===== src/rtl/lsrc_pkg.sv =====
// Shared constants and helper functions for the line sensor retreat controller.
package lsrc_pkg;

    localparam int unsigned FLOOR_W    = 5;
    localparam int unsigned DIR_W      = 2;
    localparam int unsigned TIME_W     = 32;
    localparam int unsigned EXTRA_W    = 16;
    localparam int unsigned DURATION_W = 16;
    localparam int unsigned OUTCOME_W  = 2;
    localparam int unsigned MOTION_W   = 3;

    localparam logic [DURATION_W-1:0] DURATION_RESET = 16'd200;

    // Item commands.
    localparam logic CMD_UPDATE = 1'b0;
    localparam logic CMD_EXTEND = 1'b1;

    // Motion directions carried by an update beat.
    localparam logic [DIR_W-1:0] DIR_FORWARD = 2'd0;
    localparam logic [DIR_W-1:0] DIR_LEFT    = 2'd1;
    localparam logic [DIR_W-1:0] DIR_RIGHT   = 2'd2;
    localparam logic [DIR_W-1:0] DIR_BACK    = 2'd3;

    // Line outcomes.
    localparam logic [OUTCOME_W-1:0] OUT_NONE  = 2'd0;
    localparam logic [OUTCOME_W-1:0] OUT_RIGHT = 2'd1;
    localparam logic [OUTCOME_W-1:0] OUT_LEFT  = 2'd2;
    localparam logic [OUTCOME_W-1:0] OUT_FRONT = 2'd3;

    // Motion commands.
    localparam logic [MOTION_W-1:0] MOT_NONE     = 3'd0;
    localparam logic [MOTION_W-1:0] MOT_RIGHT    = 3'd1;
    localparam logic [MOTION_W-1:0] MOT_LEFT     = 3'd2;
    localparam logic [MOTION_W-1:0] MOT_FRONT    = 3'd3;
    localparam logic [MOTION_W-1:0] MOT_STRAIGHT = 3'd4;
    localparam logic [MOTION_W-1:0] MOT_STOP     = 3'd5;

    // Sensor groups: the center sensor alone, the two right and the two left sensors.
    localparam logic [FLOOR_W-1:0] CENTER_ONLY = 5'b00100;
    localparam logic [FLOOR_W-1:0] RIGHT_PAIR  = 5'b00011;
    localparam logic [FLOOR_W-1:0] LEFT_PAIR   = 5'b11000;

    // Sorts a change of the floor sample into a line outcome.
    function automatic logic [OUTCOME_W-1:0] classify(input logic [FLOOR_W-1:0] change);
        logic [OUTCOME_W-1:0] result;
        if (change == CENTER_ONLY) begin
            result = OUT_FRONT;
        end else if ((change & RIGHT_PAIR) == '0) begin
            result = OUT_LEFT;
        end else if ((change & LEFT_PAIR) == '0) begin
            result = OUT_RIGHT;
        end else begin
            result = OUT_FRONT;
        end
        return result;
    endfunction

endpackage


===== src/rtl/line_sensor_retreat_controller_top.sv =====
// Top level of the line sensor retreat controller: input stage, retreat state and result stage.
//
//  Channel | Ports                                                  | Direction
//  --------+--------------------------------------------------------+----------
//  input   | s_valid s_ready s_command s_floor_bits s_direction     | in
//          | s_now_ms s_extra_ms                                    |
//  result  | m_valid m_ready m_floor_outcome m_motion_cmd           | out
//          | m_retreating                                           |
//  config  | cfg_wr_en cfg_wr_data                                  | in
//
// An accepted beat is registered in the input stage, then processed in one combinational
// pass through the time adders and compares that updates the retreat state and loads the
// result register when the result stage can advance; one beat per cycle is sustained
// while the result is not stalled.
// Reset (aresetn low at a clock edge) empties both stages and clears the retreat state;
// the duration register returns to 200 ms. A stalled result holds the result register,
// and the input stage then keeps its beat and drops s_ready.
module line_sensor_retreat_controller_top (
    input  logic                                 aclk,
    input  logic                                 aresetn,
    input  logic                                 cfg_wr_en,
    input  logic [lsrc_pkg::DURATION_W-1:0]      cfg_wr_data,
    input  logic                                 s_valid,
    output logic                                 s_ready,
    input  logic                                 s_command,
    input  logic [lsrc_pkg::FLOOR_W-1:0]         s_floor_bits,
    input  logic [lsrc_pkg::DIR_W-1:0]           s_direction,
    input  logic [lsrc_pkg::TIME_W-1:0]          s_now_ms,
    input  logic signed [lsrc_pkg::EXTRA_W-1:0]  s_extra_ms,
    output logic                                 m_valid,
    input  logic                                 m_ready,
    output logic [lsrc_pkg::OUTCOME_W-1:0]       m_floor_outcome,
    output logic [lsrc_pkg::MOTION_W-1:0]        m_motion_cmd,
    output logic                                 m_retreating
);

    localparam int unsigned TW = lsrc_pkg::TIME_W;

    logic [lsrc_pkg::DURATION_W-1:0] duration_reg;

    // Input stage.
    logic                            in_valid_reg;
    logic                            cmd_reg;
    logic [lsrc_pkg::FLOOR_W-1:0]    floor_reg;
    logic [lsrc_pkg::DIR_W-1:0]      dir_reg;
    logic [TW-1:0]                   now_reg;
    logic [lsrc_pkg::EXTRA_W-1:0]    extra_reg;

    // Retreat state.
    logic [lsrc_pkg::FLOOR_W-1:0]    prev_floor_reg, prev_floor_next;
    logic                            active_reg, active_next;
    logic [lsrc_pkg::OUTCOME_W-1:0]  outcome_reg, outcome_next;
    logic [TW-1:0]                   end_time_reg, end_time_next;

    // Result stage.
    logic                            out_valid_reg;
    logic [lsrc_pkg::OUTCOME_W-1:0]  out_outcome_reg;
    logic [lsrc_pkg::MOTION_W-1:0]   out_motion_reg;
    logic                            out_active_reg;
    logic [lsrc_pkg::MOTION_W-1:0]   motion_next;

    logic                            advance;
    logic                            s_fire;

    logic [lsrc_pkg::FLOOR_W-1:0]    change;
    logic                            changed;
    logic                            starting;
    logic                            active_mid;
    logic [lsrc_pkg::OUTCOME_W-1:0]  class_new;
    logic                            short_start;
    logic [TW-1:0]                   d1;
    logic [TW-1:0]                   d2;
    logic [TW-1:0]                   end_start;
    logic [TW-1:0]                   end_base;
    logic [TW-1:0]                   postpone_time;
    logic                            postpone;
    logic [TW-1:0]                   end_mid;
    logic [TW-1:0]                   extra_ext;

    assign advance = !out_valid_reg || m_ready;
    assign s_ready = !in_valid_reg || advance;
    assign s_fire  = s_valid && s_ready;

    assign d1        = TW'(duration_reg);
    assign d2        = TW'({duration_reg, 1'b0});
    assign extra_ext = TW'(signed'(extra_reg));

    always_comb begin
        change        = floor_reg ^ prev_floor_reg;
        changed       = (change != '0);
        class_new     = lsrc_pkg::classify(change);
        starting      = !active_reg && changed;
        active_mid    = active_reg || starting;

        prev_floor_next = prev_floor_reg;
        active_next     = active_reg;
        outcome_next    = outcome_reg;
        end_time_next   = end_time_reg;
        motion_next     = lsrc_pkg::MOT_NONE;

        // Forward with a line ahead and any backward motion retreat for one duration.
        short_start = (dir_reg == lsrc_pkg::DIR_BACK) ||
                      ((dir_reg == lsrc_pkg::DIR_FORWARD) && (class_new == lsrc_pkg::OUT_FRONT));
        end_start     = now_reg + (short_start ? d1 : d2);
        end_base      = starting ? end_start : end_time_reg;
        postpone_time = now_reg + d1;
        postpone      = active_mid && changed &&
                        ((starting ? class_new : outcome_reg) != lsrc_pkg::OUT_FRONT) &&
                        (postpone_time > end_base);
        end_mid       = postpone ? postpone_time : end_base;

        if (cmd_reg == lsrc_pkg::CMD_EXTEND) begin
            end_time_next = end_time_reg + extra_ext;
        end else begin
            prev_floor_next = floor_reg;
            end_time_next   = end_mid;
            if (starting) begin
                active_next  = 1'b1;
                outcome_next = class_new;
                unique case (dir_reg)
                    lsrc_pkg::DIR_LEFT:  motion_next = lsrc_pkg::MOT_RIGHT;
                    lsrc_pkg::DIR_RIGHT: motion_next = lsrc_pkg::MOT_LEFT;
                    lsrc_pkg::DIR_BACK:  motion_next = lsrc_pkg::MOT_FRONT;
                    default: begin
                        priority if (class_new == lsrc_pkg::OUT_FRONT) begin
                            motion_next = lsrc_pkg::MOT_STRAIGHT;
                        end else if (class_new == lsrc_pkg::OUT_LEFT) begin
                            motion_next = lsrc_pkg::MOT_RIGHT;
                        end else begin
                            motion_next = lsrc_pkg::MOT_LEFT;
                        end
                    end
                endcase
            end
            // The stop wins over a start made in the same beat.
            if (active_mid && (now_reg > end_mid)) begin
                motion_next = lsrc_pkg::MOT_STOP;
                active_next = 1'b0;
            end
        end
    end

    always_ff @(posedge aclk) begin
        if (!aresetn) begin
            duration_reg   <= lsrc_pkg::DURATION_RESET;
            in_valid_reg   <= 1'b0;
            out_valid_reg  <= 1'b0;
            prev_floor_reg <= '0;
            active_reg     <= 1'b0;
            outcome_reg    <= lsrc_pkg::OUT_NONE;
            end_time_reg   <= '0;
        end else begin
            if (cfg_wr_en) begin
                duration_reg <= cfg_wr_data;
            end
            if (s_ready) begin
                in_valid_reg <= s_valid;
            end
            if (advance) begin
                out_valid_reg <= in_valid_reg;
                if (in_valid_reg) begin
                    prev_floor_reg <= prev_floor_next;
                    active_reg     <= active_next;
                    outcome_reg    <= outcome_next;
                    end_time_reg   <= end_time_next;
                end
            end
        end
    end

    always_ff @(posedge aclk) begin
        if (s_fire) begin
            cmd_reg   <= s_command;
            floor_reg <= s_floor_bits;
            dir_reg   <= s_direction;
            now_reg   <= s_now_ms;
            extra_reg <= s_extra_ms;
        end
        if (advance && in_valid_reg) begin
            out_outcome_reg <= outcome_next;
            out_motion_reg  <= motion_next;
            out_active_reg  <= active_next;
        end
    end

    assign m_valid         = out_valid_reg;
    assign m_floor_outcome = out_outcome_reg;
    assign m_motion_cmd    = out_motion_reg;
    assign m_retreating    = out_active_reg;

endmodule


===== config.mk =====
export PLATFORM = sky130hd
export DESIGN_NAME = line_sensor_retreat_controller_top
export DESIGN_NICKNAME = d
export VERILOG_FILES = /design/src/rtl/lsrc_pkg.sv /design/src/rtl/line_sensor_retreat_controller_top.sv
export SDC_FILE = /design/constraint.sdc
export NUM_CORES = 1
export LEC_CHECK = 0
export ABC_AREA = 1
export BUFFER_PORTS_ARGS = -buffer_cell sky130_fd_sc_hd__buf_2
export CAP_MARGIN = 10
export CORE_AREA = 2 2 204 186
export DETAILED_ROUTE_END_ITERATION = 12
export DIE_AREA = 0 0 206 188
export SKIP_LAST_GASP = 1
export SYNTH_ARGS = -nofsm -noshare
export SYNTH_HDL_FRONTEND = slang
export SYNTH_SLANG_ARGS = --single-unit

===== constraint.sdc =====
create_clock -name aclk -period 12.23 [get_ports aclk]
set_input_delay 0.6115 -clock aclk [delete_from_list [all_inputs] [get_ports aclk]]
set_output_delay 0.6115 -clock aclk [all_outputs]
set_load 0.02 [all_outputs]

* Word level (Yosys, flattened, before mapping)
Index checks and enable logic that the tools add are counted.
** Word-level totals
- Register bits after elaboration :: 120
- Latch bits :: 0
- Memory bits (writable) :: 0
- Bits in read-only memories :: 0
- Input bits :: 77
- Output and inout bits :: 8
- Logic and storage cells :: 70
- Memories :: 0
** Operators by class
- $add $sub $neg :: 3
- $mul :: 0
- Divide/modulo/power cells :: 0
- $lt $le $gt $ge :: 2
- Equal/unequal tests :: 7
- Shifts and indexed selects :: 0
- Mux-type cells :: 17
- Bitwise logic cells :: 3
- Reductions and logical operators :: 22
** Operators with widths (count)
- 2-to-1 mux 32 bit :: 3
- > comparator 32 bit :: 2
- adder 32 x 16 -> 32 bit :: 1
- adder 32 x 17 -> 32 bit :: 1
- adder 32 bit :: 1
- 2-to-1 mux 17 bit :: 1
- 2-to-1 mux 2 bit :: 6
- logical NOT 5 bit :: 2
- 2-to-1 mux 3 bit :: 3
- one-hot mux 3 bit (3 select lines) :: 1
- == test 2 bit (second input constant) :: 4
- logical AND 1 bit :: 8
- == test 5 x 3 -> 1 bit (second input constant) :: 1
- nonzero test 5 bit :: 1
- bitwise XOR 5 bit :: 1
- logical OR 1 bit :: 4
- logical NOT 1 bit :: 3
- 2-to-1 mux 1 bit :: 3
- AND reduction 3 bit :: 1
- OR reduction 3 bit :: 1
- == test 2 x 1 -> 1 bit (second input constant) :: 1
- logical NOT 2 bit :: 1
- inequality test 2 bit (second input constant) :: 1
- inverter 1 bit :: 2
- AND reduction 2 bit :: 1

* Logic depth before layout (Yosys ltp)
- Depth in word-level cells :: 18
- Depth in mapped cells :: 57

* Worst setup path before layout
Ideal clock, no wire load.
- Path kind :: register -> register
- Start :: reg floor_reg[4] (netlist bit)
- End :: reg out_motion_reg, in the netlist m_motion_cmd[1] (data pin)
- Data arrival time :: 6.662 ns
- Data required time :: 11.974 ns
- Path slack :: 5.312 ns
- Cell stages (with the launch flop) :: 49
- Path buffers :: 3
- Cells stage by stage :: edfxtp_1 > xor2_1 > nor2_1 > inv_1 > or2_2 > nand2_1 > nand3_1 > nand2_1 > inv_1 > clkbuf_1 > nor2_1 > ha_1 > inv_1 > fa_1 > o21ai_0 > nand2_1 > nand2_1 > nand3_1 > [13 not listed] > nand3b_1 > nor3_1 > nor2_2 > nand2_4 > buf_8 > buf_6 > nand2_1 > and2_1 > ha_1 > nand2_1 > nor2_1 > nand4_1 > nor4_1 > nand2_1 > o2111ai_1 > nand2_1 > o211ai_1 > inv_1
** Between the ends
- Word-level cells in the longest chain between the ends :: 17
- Elaborated cells between the ends (all ways) :: 30
- Classes of those cells :: 1 x add/sub; 2 x order compare; 4 x eq/ne; 10 x mux; 2 x bitwise; 11 x reduce/logical
** Ends and longest elaborated chain
- from (decl) :: line line_sensor_retreat_controller_top.sv:44 : logic [lsrc_pkg::FLOOR_W-1:0] floor_reg;
- from (signal assigned) :: line line_sensor_retreat_controller_top.sv:174 : floor_reg <= s_floor_bits;
- bitwise XOR 5 bit * :: line line_sensor_retreat_controller_top.sv:89 : change = floor_reg ^ prev_floor_reg;
- logical NOT 5 bit :: line lsrc_pkg.sv:50 : end else if ((change & LEFT_PAIR) == '0) begin
- 2-to-1 mux 2 bit :: line lsrc_pkg.sv:50
- 2-to-1 mux 2 bit :: line lsrc_pkg.sv:48 : end else if ((change & RIGHT_PAIR) == '0) begin
- 2-to-1 mux 2 bit :: line lsrc_pkg.sv:46 : if (change == CENTER_ONLY) begin
- == test 2 bit :: line line_sensor_retreat_controller_top.sv:103, line_sensor_retreat_controller_top.sv:125
- logical AND 1 bit :: line line_sensor_retreat_controller_top.sv:103 : ((dir_reg == lsrc_pkg::DIR_FORWARD) && (class_new == lsrc_pkg::OUT_FRONT));
- logical OR 1 bit :: line line_sensor_retreat_controller_top.sv:102 : short_start = (dir_reg == lsrc_pkg::DIR_BACK) ||
- 2-to-1 mux 17 bit :: line line_sensor_retreat_controller_top.sv:104 : end_start = now_reg + (short_start ? d1 : d2);
- adder 32 x 17 -> 32 bit :: line line_sensor_retreat_controller_top.sv:104
- 2-to-1 mux 32 bit :: line line_sensor_retreat_controller_top.sv:105 : end_base = starting ? end_start : end_time_reg;
- > comparator 32 bit :: line line_sensor_retreat_controller_top.sv:109 : (postpone_time > end_base);
- logical AND 1 bit :: line line_sensor_retreat_controller_top.sv:108 : ((starting ? class_new : outcome_reg) != lsrc_pkg::OUT_FRONT) &&
- 2-to-1 mux 32 bit :: line line_sensor_retreat_controller_top.sv:110 : end_mid = postpone ? postpone_time : end_base;
- > comparator 32 bit :: line line_sensor_retreat_controller_top.sv:136 : if (active_mid && (now_reg > end_mid)) begin
- logical AND 1 bit :: line line_sensor_retreat_controller_top.sv:136
- OR reduction 3 bit (no line)
- to (signal assigned) :: line line_sensor_retreat_controller_top.sv:181 : out_motion_reg <= motion_next;
- to (decl) :: line line_sensor_retreat_controller_top.sv:58 : logic [lsrc_pkg::MOTION_W-1:0] out_motion_reg;
Every way passes the cells marked *; elsewhere a longest branch is shown, timed or not.
A chain may end at the register's enable or synchronous reset.

* Worst setup path after layout
- Start :: reg floor_reg[3] (netlist bit)
- End :: reg out_motion_reg, in the netlist m_motion_cmd[1] (data pin)
The elaborated chain is that of the path after synthesis.

==> flow_summary.json <==
{
  "cp_max_fo": 38,
  "post_cts_resized": 0,
  "yosys.area.top_type_share_pct": 17.2,
  "h-tree-depth": 4,
  "first_global_vias": 10100,
  "wl_um": 31900,
  "syn_nets": 1714,
  "hold_viol": 0,
  "grt_max_degree": 57,
  "post_drt_wl_per_cell_um": 15.4,
  "syn-mean-instance-area_um2": 7.19,
  "timing.hold.ws_ns": 0.334,
  "required_ns": 12.43,
  "drc_errors": 0,
  "syn_to_final_growth_pct": 13.8,
  "grt_pass1_wl_um": 51400,
  "grtUsageMet1_pct": 21.6,
  "cts_made_buffers": 17,
  "antenna_left": 0,
  "syn_area_um2": 10800,
  "drive_gt1_share_pct": 11.2,
  "rsz0062_at_grt": "no",
  "initial_core_util_pct": 29.5,
  "finalCoreUtilization_pct": 33.6,
  "slew_headroom_pct": 37.6,
  "antennaDiodeCount": 0,
  "netlist_instances": 1507,
  "max_freq_ghz": 0.111,
  "fin_nets": 1788,
  "hold_class": "in2reg",
  "port_buffers": 84,
  "cpMostUsedCell": "nand2_1",
  "cpLargestDelayFamily": "simple AND/OR/NAND/NOR gates",
  "first_pass_iters": 6,
  "async_flop_share_pct": 0,
  "setup_tns_ns": 0,
  "grt_busiest_layer": "met2",
  "cts_root_buffer": "clkbuf_16",
  "cpPeakStageDelay_ns": 0.59,
  "rows": 67,
  "worstMarginPinSlew_ns": 0.936,
  "final.min_clock_period_ns": 8.99,
  "ys_seq_area_share_pct": 27.9,
  "synth_edf_count": 62,
  "gp_congestion": 0.886,
  "clk_pin_slew_ns": 0.07,
  "ys_types": 50,
  "die_w_um": 206,
  "synth_area_leader_cell": "edfxtp_1",
  "total_power_mw": 1.63,
  "yosysWarnings": 0,
  "cp-start-kind": "flip-flop",
  "cts_tree": "done",
  "clock_latency_ns": 0.45,
  "dieArea_um2": 38700,
  "drt_iter0_markers": 611,
  "dp_hpwl_um": 25200,
  "critical_path_arrival_ns": 9.19,
  "crit_type": "reg2reg",
  "die_y_um": 188,
  "grtUsageMet3_pct": 3.42,
  "grt_use_total_pct": 17.1,
  "postCtsHoldBufs": 0,
  "cts_buffer_depth": 2,
  "status": "completed",
  "synthFlopType": "edfxtp_1",
  "io_pins": 85,
  "worstSetupEndpointType": "flip-flop",
  "final-max-slew-violation-count": 0,
  "peakVddDrop_mv": 0.100,
  "overflow": 0,
  "grt_use_met2_pct": 28.9,
  "antenna_found_initial": 0,
  "crit_path_top_delay_cell": "o21ai_0",
  "synth.ff_latch_count": 120,
  "period_share_pct": 73.5,
  "clock_sinks": 120,
  "post_cts_buffers": 0,
  "cp.buffers_inverters": 6,
  "fin_skew_ns": 0.00947,
  "vias_per_cell": 4.92,
  "setup_viol": 0,
  "ys_top_cells_by_area": "edfxtp_1, ha_1, nand2_1",
  "routed-via-count": 10200,
  "leakagePower_nw": 5.68,
  "maxCapViolCount": 0,
  "core-area_um2": 36700,
  "p_per_area_nw_per_um2": 133
}
-- synthesized netlist by cell type, types with 6 or more instances --
cell type	count
edfxtp_1	62
ha_1	127
xnor2_1	29
nand2_1	318
buf_2	7
o211ai_1	6
dfxtp_1	58
inv_1	185
a211oi_1	6
o21ai_0	102
nand3_1	103
nand2_2	19
xor2_1	48
a21oi_1	153
a21o_1	7
nor3_1	19
clkbuf_1	23
a31oi_1	9
and2_1	24
or2_2	13
nand4_1	13
o21a_1	21
nor2_1	94
-- area by class of cell --
type                    count  area, um2
fillers                  4003      24400
multi-input cells        1160       6920
flip-flops and latches    120       3020
inverters                 191        717
well taps                 483        604
repair buffers             91        473
clock buffers              18        429
clock inverters            14        165
-- worst paths after layout --
check             slack [ns]  depth (start not counted)              from          endpoint
setup / recovery        3.24                         46      floor_reg[3]   m_motion_cmd[1]
hold / removal          0.33                          1      s_now_ms[10]       now_reg[10]
setup reg to reg        3.24                         46      floor_reg[3]   m_motion_cmd[1]
hold reg to reg         0.49                          2  end_time_reg[24]  end_time_reg[24]
-- layout by cell type, fill, tap and decap left out, types with 3 or more instances in the layout --
cell type and instances:
nor2_2 5, a21o_1 7, clkinv_4 5, buf_4 7, nor2_1 94, a21oi_1 153, nand2_1 318, inv_6 3
inv_2 6, ha_1 127, fa_1 3, or2_2 13, nand3b_1 3, nand2_2 19, o21bai_1 5, xor2_1 48
nor3_1 19, and2_1 24, nand4_1 13, inv_1 184, nand3_1 103, o21a_1 21, o211ai_1 6, nor4_1 4
edfxtp_1 62, a211oi_1 6, xnor2_1 29, o21ai_0 102, buf_2 84, clkbuf_16 17, nand3_2 5, a31oi_1 9
dfxtp_1 58, o221ai_1 3
-- cell families after synthesis --
logic type / after synthesis / synth area share, %
fa+ha+maj: 130 / 15.2
buf+inv: 227 / 8.27
xor+xnor: 77 / 6.22
compound gates: 326 / 16.7
flops: 120 / 27.9
simple gates: 627 / 25.7
-- stage by stage --
stage | setup WS (ns) | std cells | area (um2)
3_5_place_dp | 3.37 | 2045 | 11700
6_report | 3.24 | 2077 | 12300
2_1_floorplan | 5.31 | 1507 | 10800
5_1_grt | 2.19 | 2077 | 12300
4_1_cts | 3.34 | 2077 | 12300
3_3_place_gp | 3.80 | 2045 | 11700
-- report_power, final --
group / internal (mW) / switching (mW) / leakage, nW
clock network: 0.305 / 0.215 / 0.289
registers: 0.454 / 0.0298 / 1.08
logic: 0.240 / 0.389 / 4.31
-- per-layer routing --
metal	part of all wire (%)	routed length (um)	vias up
met5	0	0	-
met4	2.7	855	0
met3	4.3	1380	54
met2	47	15000	236
met1	46	14700	4701
li1	-	-	5237
Power figures use the tool's default switching activity.
